$ cat src/hdl/clfd_pkg.sv
// ----------------------------------------------------------------------------
// Foreground detector package
// Shared constants, register indexes, FSM states and control structs.
// ----------------------------------------------------------------------------
package clfd_pkg;

    localparam int PIXELS_DEF   = 65536;
    localparam int NEURONS_DEF  = 4;
    localparam int CHANNELS_DEF = 3;
    localparam int MAX_CH       = 3;

    localparam logic [16:0] RATE_ONE = 17'h10000;

    typedef enum logic {
        CMD_CLASSIFY = 1'b0,
        CMD_INIT     = 1'b1
    } cmd_t;

    typedef enum logic [2:0] {
        REG_THRESH   = 3'd0,
        REG_COEF_WIN = 3'd1,
        REG_COEF_ALL = 3'd2,
        REG_REINIT_EN  = 3'd3,
        REG_REINIT_LIM = 3'd4
    } reg_idx_t;

    typedef enum logic [3:0] {
        ST_CLEAR,
        ST_IDLE,
        ST_MOD,
        ST_READ,
        ST_LOAD,
        ST_SQ,
        ST_ACC,
        ST_MUL,
        ST_BLEND,
        ST_WB,
        ST_FINISH
    } state_t;

    typedef struct packed {
        logic clr;
        logic accept;
        logic mod;
        logic rd;
        logic load;
        logic sq;
        logic acc;
        logic mul;
        logic blend;
        logic wb;
        logic finish;
    } ctl_t;

    typedef struct packed {
        logic clr_done;
        logic is_init;
        logic n_last;
        logic out_busy;
    } sts_t;

endpackage

$ cat src/hdl/clfd_ctrl.sv
// ----------------------------------------------------------------------------
// Foreground detector controller
// Sequences clearing, index reduction, read, distance, update and writeback.
// ----------------------------------------------------------------------------
module clfd_ctrl (
    input  logic            aclk,
    input  logic            aresetn,
    input  logic            s_tvalid,
    output logic            s_tready,
    input  clfd_pkg::sts_t  sts,
    output clfd_pkg::ctl_t  ctl
);

    clfd_pkg::state_t state_reg, state_next;

    always_ff @(posedge aclk) begin
        if (!aresetn) begin
            state_reg <= clfd_pkg::ST_CLEAR;
        end else begin
            state_reg <= state_next;
        end
    end

    always_comb begin
        state_next = state_reg;
        unique case (state_reg)
            clfd_pkg::ST_CLEAR:  if (sts.clr_done) state_next = clfd_pkg::ST_IDLE;
            clfd_pkg::ST_IDLE:   if (s_tvalid) state_next = clfd_pkg::ST_MOD;
            clfd_pkg::ST_MOD:    state_next = clfd_pkg::ST_READ;
            clfd_pkg::ST_READ:   state_next = clfd_pkg::ST_LOAD;
            clfd_pkg::ST_LOAD:   state_next = sts.is_init ? clfd_pkg::ST_WB : clfd_pkg::ST_SQ;
            clfd_pkg::ST_SQ:     state_next = clfd_pkg::ST_ACC;
            clfd_pkg::ST_ACC:    state_next = sts.n_last ? clfd_pkg::ST_MUL : clfd_pkg::ST_SQ;
            clfd_pkg::ST_MUL:    state_next = clfd_pkg::ST_BLEND;
            clfd_pkg::ST_BLEND:  state_next = sts.n_last ? clfd_pkg::ST_WB : clfd_pkg::ST_MUL;
            clfd_pkg::ST_WB:     state_next = clfd_pkg::ST_FINISH;
            clfd_pkg::ST_FINISH: if (!sts.out_busy) state_next = clfd_pkg::ST_IDLE;
            default:             state_next = clfd_pkg::ST_CLEAR;
        endcase
    end

    always_comb begin
        s_tready   = (state_reg == clfd_pkg::ST_IDLE);
        ctl        = '0;
        ctl.clr    = (state_reg == clfd_pkg::ST_CLEAR);
        ctl.accept = s_tready && s_tvalid;
        ctl.mod    = (state_reg == clfd_pkg::ST_MOD);
        ctl.rd     = (state_reg == clfd_pkg::ST_READ);
        ctl.load   = (state_reg == clfd_pkg::ST_LOAD);
        ctl.sq     = (state_reg == clfd_pkg::ST_SQ);
        ctl.acc    = (state_reg == clfd_pkg::ST_ACC);
        ctl.mul    = (state_reg == clfd_pkg::ST_MUL);
        ctl.blend  = (state_reg == clfd_pkg::ST_BLEND);
        ctl.wb     = (state_reg == clfd_pkg::ST_WB);
        ctl.finish = (state_reg == clfd_pkg::ST_FINISH) && !sts.out_busy;
    end

endmodule

$ cat config.mk
export PLATFORM = sky130hd
export DESIGN_NAME = clfd_ctrl
export DESIGN_NICKNAME = d
export VERILOG_FILES = /design/src/hdl/clfd_pkg.sv /design/src/hdl/clfd_ctrl.sv
export SDC_FILE = /design/constraint.sdc
export NUM_CORES = 1
export LEC_CHECK = 0
export ABC_AREA = 1
export BUFFER_PORTS_ARGS = -buffer_cell sky130_fd_sc_hd__buf_2
export CAP_MARGIN = 20
export CORE_MARGIN = 2
export CORE_UTILIZATION = 25
export DETAILED_ROUTE_END_ITERATION = 6
export PLACE_DENSITY_LB_ADDON = 0.1
export SYNTH_ARGS = -nofsm -noshare
export SYNTH_HDL_FRONTEND = slang
export SYNTH_SLANG_ARGS = --single-unit
$ cat constraint.sdc
create_clock -name aclk -period 1.5 [get_ports aclk]
set_input_delay 0.075 -clock aclk [delete_from_list [all_inputs] [get_ports aclk]]
set_output_delay 0.075 -clock aclk [all_outputs]
set_load 0.05 [all_outputs]
## After elaboration in Yosys (flattened, before gate mapping)

Index checks and enable logic that the tools add are counted.

- Register bits: 4
- Input bits: 7
- Output and inout port bits: 12
- Logic and storage cells: 26

- Equality and inequality tests: 13
- Multiplexer cells: 7
- Reductions and logical operators: 5

Operators with widths:

| kind | number |
|---|---|
| one-hot mux 4 bit (11 select lines) | 1 |
| two-way mux 4 bit | 5 |
| equality test 4 x 3 -> 1 bit, second input constant | 4 |
| equality test 4 bit, second input constant | 3 |
| equality test 4 x 2 -> 1 bit, second input constant | 2 |
| inequality test 2 bit, second input constant | 3 |
| equality test 4 x 1 -> 1 bit, second input constant | 1 |
| zero test 4 bit | 1 |
| AND reduction 3 bit | 1 |
| logical AND 1 bit | 2 |
| two-way mux 2 bit | 1 |
| zero test 1 bit | 1 |

## Logic depth before layout (Yosys ltp)

Gate-level depths: netlist (run 1).

- Depth after elaboration: 3
- Depth in mapped cells: 8
- Depth with buffers taken out: 8

## Least setup slack after synthesis (run 1)

OpenSTA, ideal clock, no wires.

- Path kind: reg2reg
- From: register state_reg[0]
- To: register state_reg[3]
- Library setup time: 56 ps
- Arrival time: 1891 ps
- Data required time: 1444 ps
- Slack: -447 ps
- Stages on the path, launching flop included: 7
- Buffers on the path: 0
- Period minus slack after synthesis: 1947 ps
- Cells stage by stage: dfxtp_1 -> inv_1 -> nor3_1 -> nor2_1 -> nand4_1 -> nand2_1 -> inv_1

RTL lines:

| item | RTL line | RTL |
|---|---|---|
| start, declared | clfd_ctrl.sv:14 | `clfd_pkg::state_t state_reg, state_next;` |
| start signal, assigned | clfd_ctrl.sv:18 | `state_reg <= clfd_pkg::ST_CLEAR;` |
| start signal, assigned | clfd_ctrl.sv:20 | `state_reg <= state_next;` |

==> impl_metrics.yaml, run 1 <==
pwr:
  power.leakage_uw: 0.0003139
  switching_share_pct: 47.23
  power_frac_comb_pct: 49.7
  cell_internal_pwr_uw: 281.0
  clkPwrFrac_pct: 24.9
  pwr-share-seq_pct: 25.4
  powerDensity_nw_per_um2: 1011
  peakVddDrop_v: 0.0004110
  power_switching_uw: 251.6
yosys:
  yosys.area_share.simple_pct: 53.76
  synth-xor-area-share_pct: 0
  synth_fp_nets: 74
  synth_warnings: 0
  ys_seq_area_share_pct: 22.94
  syn_inst: 67
  synth_compound_area_share_pct: 6.093
  synth_fa_ha_area_share_pct: 0
  syn_area_um2: 349.1
  synth.avg_cell_area_um2: 5.210
  ys_seq_elements: 4
  muxShareOfSynthArea_pct: 0
  ys_types: 13
  synth_top_family_by_area: "simple AND/OR/NAND/NOR gates"
detailed_routing:
  first_pass_iters: 4
  drt_iter0_markers: 12
  ant_nets: 0
  wl_um: 912
  wl_per_cell_um: 8.769
  drc: 0
  viasPerCell: 4.519
  via_count: 470
grt:
  grt_pass1_vias: 387
  grt_overflow: 0
  grt_max_degree: 7
  grt_pass1_wl_um: 1428
  globalRouteTotalUtil_pct: 13.16
  antenna_found_initial: 0
worst_hold_path:
  worst_hold_path_type: "in2reg"
clock_tree:
  clock_latency_ns: 0.24
  clockBufferDepth: 2
  cts.reportedPaths.clkPinSlew_ns: 0.03
  cts_tree: "built"
  ctsHtreeMaxLevel: 1
  cts_sinks: 4
  numCtsBuffers: 3
  root_buffer: "clkbuf_4"
layout:
  largest_reg_flops: 4
  regArea_um2: 81.33
  fin_util_pct: 40.48
  drive_gt1_share_pct: 38.20
  fillers: 166
  syn2layout_area_growth_pct: 50.90
  antennaDiodeCount: 0
  final_common_cell: "nand2_1"
  final_nets: 98
  layout_common_cells: "17 x nand2_1, 15 x inv_1, 14 x buf_2"
  multi_input_area_um2: 236.5
setup_path:
  cp.arrival_ns: 1.32
  critical_path.max_fanout: 6
  rrSetupSlack_ns: 0.28
  critPathRequiredTime_ns: 1.42
  setup.worst_path.start_class: "flop"
  critPathCaptureType: "primary output"
  critPathKind: "reg2out"
sta:
  fmax_ghz: 0.7182
  worst_slew_pin_slew_ns: 0.2486
  slew_violations: 0
  timing.final.crit_share_pct: 92.83
  finClkSkew_ns: 0.01017
  fin_crit_ns: 1.392
  finalHoldViolCount: 0
  hold_ws_ns: 0.05340
  relSlewSlack_pct: 83.54
  rsz0062_at_grt: "no"
  finalSetupViolations: 0
  setup_tns_ns: 0
placed_design:
  place_congestion: 0.8306
  dpl.hpwl_um: 794
  portBuffers: 18
die:
  num_rows: 13
  die_area_um2: 1711
  die_x_um: 41.37
  start_util_pct: 26.83
  ioPinCount: 19
  die_height_um: 41.37
  core_area_um2: 1301
status:
  status: "completed"
job:
  maxCapViolCount: 0
## power groups by stage
stage,clock [µW],combinational (µW),sequential (µW)
after floorplan,0,203,135
after global placement,0,266,137
after detailed placement,0,264,135
after CTS,139,264,134
after global routing,147,291,137
final,133,265,135
## worst max-delay path, stage by stage, from the launching register on
cell and delay [ns]:
dfxtp_1 0.43, nand2_1 0.20, nor3_2 0.17, buf_2 0.29
## stage by stage
step,cells,total power [µW],cell area (µm²),setup WS (ns)
final,104,532.6,526.8,0.1076
after global routing,104,575.3,526.8,0.01547
after CTS,104,536.7,510.5,0.02957
after detailed placement,101,398.8,488.0,0.2096
after global placement,101,403.3,488.0,0.1863
after floorplan,67,338.1,371.6,-0.01248
## cell usage after synthesis
library cell  instances  area [µm²]
a31oi_1               1       6.260
nor2_2                1       6.260
nand3_1               4       20.02
nand4_1               1       6.260
a21oi_1               3       15.01
nor2_4                1       11.26
nor3_1                4       20.02
nand3b_1              1       7.510
nor2_1               14       52.55
inv_1                15       56.30
inv_2                 1       3.750
dfxtp_1               4       80.08
nand2_1              17       63.81
## cell type report
| cell class | instances | share of cell area [%] |
|---|---|---|
| Tap cell | 15 | 3.563 |
| Multi-Input combinational cell | 47 | 44.89 |
| Sequential cell | 4 | 15.44 |
| Timing Repair Buffer | 19 | 20.43 |
| Clock buffer | 3 | 4.276 |
| Inverter | 16 | 11.40 |
## path summary, 6_finish.rpt
check                                  from                         to  depth (start not counted)
hold / removal                      aresetn  state_reg[3]$_SDFFE_PN0P_                          3
setup reg to reg  state_reg[3]$_SDFFE_PN0P_  state_reg[2]$_SDFFE_PN0P_                          5
setup / recovery  state_reg[2]$_SDFFE_PN0P_                     ctl[3]                          3
hold reg to reg   state_reg[0]$_SDFFE_PN0P_  state_reg[0]$_SDFFE_PN0P_                          3
## metal layers
| metal | GRT usage [%] | part of all wire [%] |
|---|---|---|
| met3 | 3.723 | 5.4 |
| met5 | 0 | 0 |
| met4 | 9.677 | 0 |
| met1 | 14.42 | 42 |
| met2 | 21.48 | 53 |
## timing repair
action,CTS,global route
gates resized for setup,0,7
hold buffers,0,0
setup endpoints to repair,0,6
endpoints found under the hold margin,0,0
buffers inserted,0,0
## cell families (layout without fill, tap and decap cells)
family / Yosys count / after routing
buffers and inverters: 16 / 38
DFF: 4 / 4
AOI/OAI and AO/OA: 4 / 4
and+or+nand+nor: 43 / 43
No activity file was read; power rests on OpenSTA's default activity.
==> run 2, diff against run 1 <==
ABC_AREA = default   (was 1)
CTS_CLUSTER_DIAMETER = 80   (was default)
==> run 2 against run 1 <==
Effect of this change: via count rose by 3.6%; combinational power fell by 28%; utilization fell by 1.5 points; die area rose by 20%; largest power group unchanged; sequential power fell by 8%; worst setup slack got worse by 0.0085 ns; cell count fell by 5.8%; clock power rose by 4%; cell area rose by 15%; non-clock buffer count rose by 6; register-to-register slack improved by 0.02 ns.
==> impl_metrics.yaml, run 2 <==
status:
  status: "completed"
pwr:
  powerDensity_nw_per_um2: 744.0
  peakVddDrop_v: 0.0004969
  power.leakage_uw: 0.0002780
sta:
  fin_ws_ns: 0.09906
  finClkSkew_ns: 0.006120
  fmax_ghz: 0.7138
  slew_violations: 0
  finalSetupViolations: 0
  relSlewSlack_pct: 81.43
  worst_slew_pin_slew_ns: 0.2781
  finalHoldViolCount: 0
  fin_crit_ns: 1.401
  timing.final.crit_share_pct: 93.40
  rsz0062_at_grt: "no"
layout:
  layout_common_cells: "16 x buf_2, 9 x buf_4, 8 x nor2_1"
  drive_gt1_share_pct: 48.78
  final_common_cell: "buf_2"
  largest_reg_flops: 4
  fin_util_pct: 39.00
  final_nets: 91
  syn2layout_area_growth_pct: 42.11
  fin_cells: 98
  antennaDiodeCount: 0
  finish.instance_area_um2: 608.1
die:
  num_rows: 14
  start_util_pct: 27.45
  die_height_um: 45.37
  ioPinCount: 19
  die_area_um2: 2058
  core_area_um2: 1559
  die_x_um: 45.37
yosys:
  synth_warnings: 0
  synth_fp_nets: 68
  yosys.area_share.simple_pct: 45.91
  synth_common_cells: "8 x nor2_1, 8 x nor3_1, 4 x buf_2, 4 x dfxtp_1, 4 x nand2_1"
  synth-edff-count: 0
  synth_top_area_cell: "dfxtp_1"
  synth-xor-area-share_pct: 0
  synth_top_area_share_pct: 18.71
  syn_inst: 61
  synth_fa_ha_area_share_pct: 0
  synthArstFlopShare_pct: 0
  synth_top_family_by_area: "simple AND/OR/NAND/NOR gates"
  synth_flop_cell: "dfxtp_1"
  syn_area_um2: 427.9
  ys_seq_elements: 4
  synth_compound_area_share_pct: 20.47
  muxShareOfSynthArea_pct: 2.339
  ys_types: 27
  ys_seq_area_share_pct: 18.71
  synth.area.top_cells: "dfxtp_1 19%, nor3_1 9.4%, nor2_1 7.0%"
  synth.avg_cell_area_um2: 7.015
setup_path:
  critPathCaptureType: "primary output"
  critPathRequiredTime_ns: 1.42
  rrSetupSlack_ns: 0.30
  setup.worst_path.start_class: "flop"
  critical_path.max_fanout: 6
  cp.arrival_ns: 1.33
  critPathKind: "reg2out"
detailed_routing:
  drt_iter0_markers: 7
  drc: 0
  via_count: 487
  wl_per_cell_um: 11.23
  viasPerCell: 4.969
  first_pass_iters: 2
  ant_nets: 0
  wl_um: 1101
placed_design:
  portBuffers: 18
  pre_cts_slack_ns: 0.2242
  place_congestion: 0.7357
  placed_cell_area_um2: 578.1
  dp_cells: 95
  dpl.hpwl_um: 837.4
grt:
  globalRouteTotalUtil_pct: 12.53
  grt_pass1_wl_um: 1863
  antenna_found_initial: 0
  grt_overflow: 0
  grt_pass1_vias: 434
  grt_max_degree: 13
worst_hold_path:
  worst_hold_path_type: "in2reg"
clock_tree:
  cts_sinks: 4
  cts_tree: "built"
  ctsHtreeMaxLevel: 1
  numCtsBuffers: 3
  cts.reportedPaths.clkPinSlew_ns: 0.04
  clockBufferDepth: 2
  root_buffer: "clkbuf_4"
  postCtsSetupBuffers: 0
  clock_latency_ns: 0.24
job:
  maxCapViolCount: 0
==> run 2: cell types whose count changed after synthesis, moves of 2 or more <==
cell / previous run / this run
nor3b_1: 0 / 2
nand2_1: 17 / 4
nor2b_1: 0 / 2
nor3_1: 4 / 8
nor4_1: 0 / 3
nand2b_1: 0 / 3
nor2_1: 14 / 8
buf_2: 0 / 4
nand3_1: 4 / 1
inv_1: 15 / 0
o21a_1: 0 / 3
buf_6: 0 / 2
==> run 2: metal layers <==
metal | up-vias | wire, µm | GRT usage (%)
met2 | 9 | 527 | 18.00
met4 | 0 | 0 | 1.765
met5 | - | 0 | 0
met1 | 217 | 522 | 16.67
met3 | 0 | 50 | 7.143
li1 | 261 | - | -
==> run 2: timing repair <==
item	CTS	global route
setup endpoints to repair	2	9
gates cloned	0	0
resized for setup	2	2
hold buffers	0	0
==> run 2: stage by stage <==
| step | hold WS (ns) | setup TNS, ns | total power (µW) |
|---|---|---|---|
| after global routing | 0.1089 | 0 | 487.2 |
| final | 0.1071 | 0 | 452.4 |
| after CTS | 0.1115 | 0 | 458.9 |
| after floorplan | 0.1925 | -0.3923 | 275.6 |
| after global placement | 0.3662 | 0 | 316.1 |
| after detailed placement | 0.3671 | 0 | 314.7 |
==> run 2: cell families after synthesis <==
family,Yosys count
buf+inv,8
flops,4
compound gates,12
simple gates,36
mux,1
==> run 2: layout make-up <==
cell class | count | area [µm²]
multi-input cells | 49 | 331.6
clock buffers | 3 | 22.52
repair buffers | 25 | 147.6
well taps | 16 | 20.02
fillers | 176 | 950.9
inverters | 1 | 3.754
flip-flops and latches | 4 | 82.58
==> run 2: report_power, final <==
part	internal [µW]	switching, µW
logic	70.3	120
clock network	89.8	48.6
registers	114	10.1
==> run 2: path summary, 6_finish.rpt <==
check,endpoint,start,depth (start not counted)
worst max register to register,state_reg[3]$_SDFFE_PN0P_,state_reg[0]$_SDFFE_PN0P_,4
worst min-delay path,state_reg[3]$_SDFFE_PN0P_,aresetn,2
worst max-delay path,ctl[9],state_reg[0]$_SDFFE_PN0P_,5
worst min register to register,state_reg[1]$_SDFFE_PN0P_,state_reg[1]$_SDFFE_PN0P_,2
==> run 2: worst max-delay path, stage by stage, from the launching register on <==
cell and delay [ns]:
dfxtp_1 0.33, buf_4 0.15, nand2b_1 0.14, nor3_4 0.14, and2_1 0.14, buf_4 0.19
==> run 3, diff against run 2 <==
CORE_AREA = 8 8 45 47   (was default)
CORE_MARGIN = default   (was 2)
CORE_UTILIZATION = default   (was 25)
DIE_AREA = 0 0 53 55   (was default)
==> run 3 against run 2 <==
Effect of this change: combinational power shrank 4%; utilization grew 5.2 points; sequential power grew 5%; sequential share of layout area grew 0.53 points; power grew 0.86%; clock skew grew 0.0014 ns; count of clock-buffer cells in the layout is the same; worst hold slack gained 0.00058 ns; fmax grew 0.57%; global-route usage shrank 2.8 points; largest cell class unchanged.
==> impl_metrics.yaml, run 3 (same netlist as run 2, synthesis figures left out) <==
sta:
  finalHoldViolCount: 0
  fin_crit_ns: 1.393
  slew_violations: 0
  rsz0062_at_grt: "no"
  fmax_ghz: 0.7178
  worst_slew_pin_slew_ns: 0.2815
  setup_tns_ns: 0
  finalSetupViolations: 0
  timing.final.crit_share_pct: 92.87
  relSlewSlack_pct: 81.20
  finClkSkew_ns: 0.007489
detailed_routing:
  drc: 0
  first_pass_iters: 2
  drt_iter0_markers: 3
  viasPerCell: 5.320
  via_count: 516
  wl_per_cell_um: 12.78
  wl_um: 1240
  ant_nets: 0
clock_tree:
  clockBufferDepth: 2
  clock_latency_ns: 0.24
  postCtsSetupBuffers: 0
  numCtsBuffers: 3
  root_buffer: "clkbuf_4"
  cts_tree: "built"
  cts_sinks: 4
  ctsHtreeMaxLevel: 1
  cts.hold.buffers_added: 0
  cts.reportedPaths.clkPinSlew_ns: 0.05
grt:
  grt_max_degree: 15
  globalRouteTotalUtil_pct: 9.711
  grt_pass1_vias: 493
  grt_overflow: 0
  grt_pass1_wl_um: 2139
  antenna_found_initial: 0
layout:
  fin_util_pct: 44.21
  syn2layout_area_growth_pct: 42.98
  fillers: 151
  final_common_cell: "buf_2"
  drive_gt1_share_pct: 49.38
  antennaDiodeCount: 0
  final_nets: 90
  layout_common_cells: "13 x buf_2, 8 x nor2_1, 8 x buf_4"
  largest_reg_flops: 4
setup_path:
  critPathRequiredTime_ns: 1.42
  setup.worst_path.start_class: "flop"
  critical_path.max_fanout: 14
  worstSetupEndpoint: "ctl[9]"
  reg2reg_to: "state_reg[3]$_SDFFE_PN0P_"
  rr_startpoint: "state_reg[0]$_SDFFE_PN0P_"
  crit_start: "state_reg[1]$_SDFFE_PN0P_"
  critPathCaptureType: "primary output"
  cp.arrival_ns: 1.32
  rrSetupSlack_ns: 0.25
  r2r_cells: 4
  critPathKind: "reg2out"
worst_hold_path:
  worst_hold_path_type: "in2reg"
  holdPathStages: 2
pwr:
  powerDensity_nw_per_um2: 745.8
  power.leakage_uw: 0.0002711
  peakVddDrop_v: 0.0003735
job:
  maxCapViolCount: 0
die:
  die_height_um: 55
  die_area_um2: 2915
  ioPinCount: 19
  start_util_pct: 30.92
  num_rows: 14
  die_x_um: 53
  core_area_um2: 1384
status:
  status: "completed"
placed_design:
  portBuffers: 18
  place_congestion: 0.7754
  dpl.hpwl_um: 959.4
run 3: final cells by class:
cell class / instances / area, µm² / share of cell area [%]
multi-input combinational: 49 / 331.6 / 54.19
timing repair buffer: 24 / 147.6 / 24.13
sequential: 4 / 86.33 / 14.11
clock buffer: 3 / 22.52 / 3.681
tap: 16 / 20.02 / 3.272
inverter: 1 / 3.754 / 0.6135
run 3: how the worst min path moves through the flow:
stage	slack (ns)	to	startpoint
after floorplan	0.19	state_reg[2]$_SDFFE_PN0P_	aresetn
after CTS	0.10	state_reg[3]$_SDFFE_PN0P_	aresetn
after global routing	0.11	state_reg[3]$_SDFFE_PN0P_	aresetn
after global placement	0.36	state_reg[2]$_SDFFE_PN0P_	aresetn
after detailed placement	0.36	state_reg[0]$_SDFFE_PN0P_	aresetn
final	0.11	state_reg[2]$_SDFFE_PN0P_	aresetn
run 3: power breakdown:
part / total [µW] / switching [µW] / internal (µW)
clock network: 144 / 54.1 / 90.2
logic: 182 / 115 / 67.9
registers: 130 / 15.6 / 114
run 3: timing repair:
item,4_1_cts,5_1_grt
endpoints found under the hold margin,0,0
resized for setup,3,7
endpoints found under the setup margin,8,7
run 3: stage by stage:
step / area [µm²] / total power [µW] / hold slack (ns) / worst slack (ns) / cells
global placement: 570.5 / 314.6 / 0.3649 / 0.1490 / 94
finish: 611.8 / 456.3 / 0.1077 / 0.1069 / 97
floorplan: 465.4 / 275.6 / 0.1925 / -0.2012 / 61
global route: 611.8 / 488.0 / 0.1104 / 0.02626 / 97
detailed placement: 570.5 / 313.6 / 0.3646 / 0.1536 / 94
CTS: 598.1 / 465.1 / 0.1049 / 0.03471 / 97
run 3: layer usage:
layer | part of all wire, % | GRT usage [%]
met5 | 0 | 0
met2 | 45 | 16.80
met3 | 7.6 | 2.674
met1 | 44 | 9.682
met4 | 2.9 | 7.759
run 3: critical path, cell delays in order, from the launching register on:
cell	delay, ns
dfxtp_4	0.39
buf_4	0.18
nor3_4	0.17
and2_1	0.14
buf_4	0.19
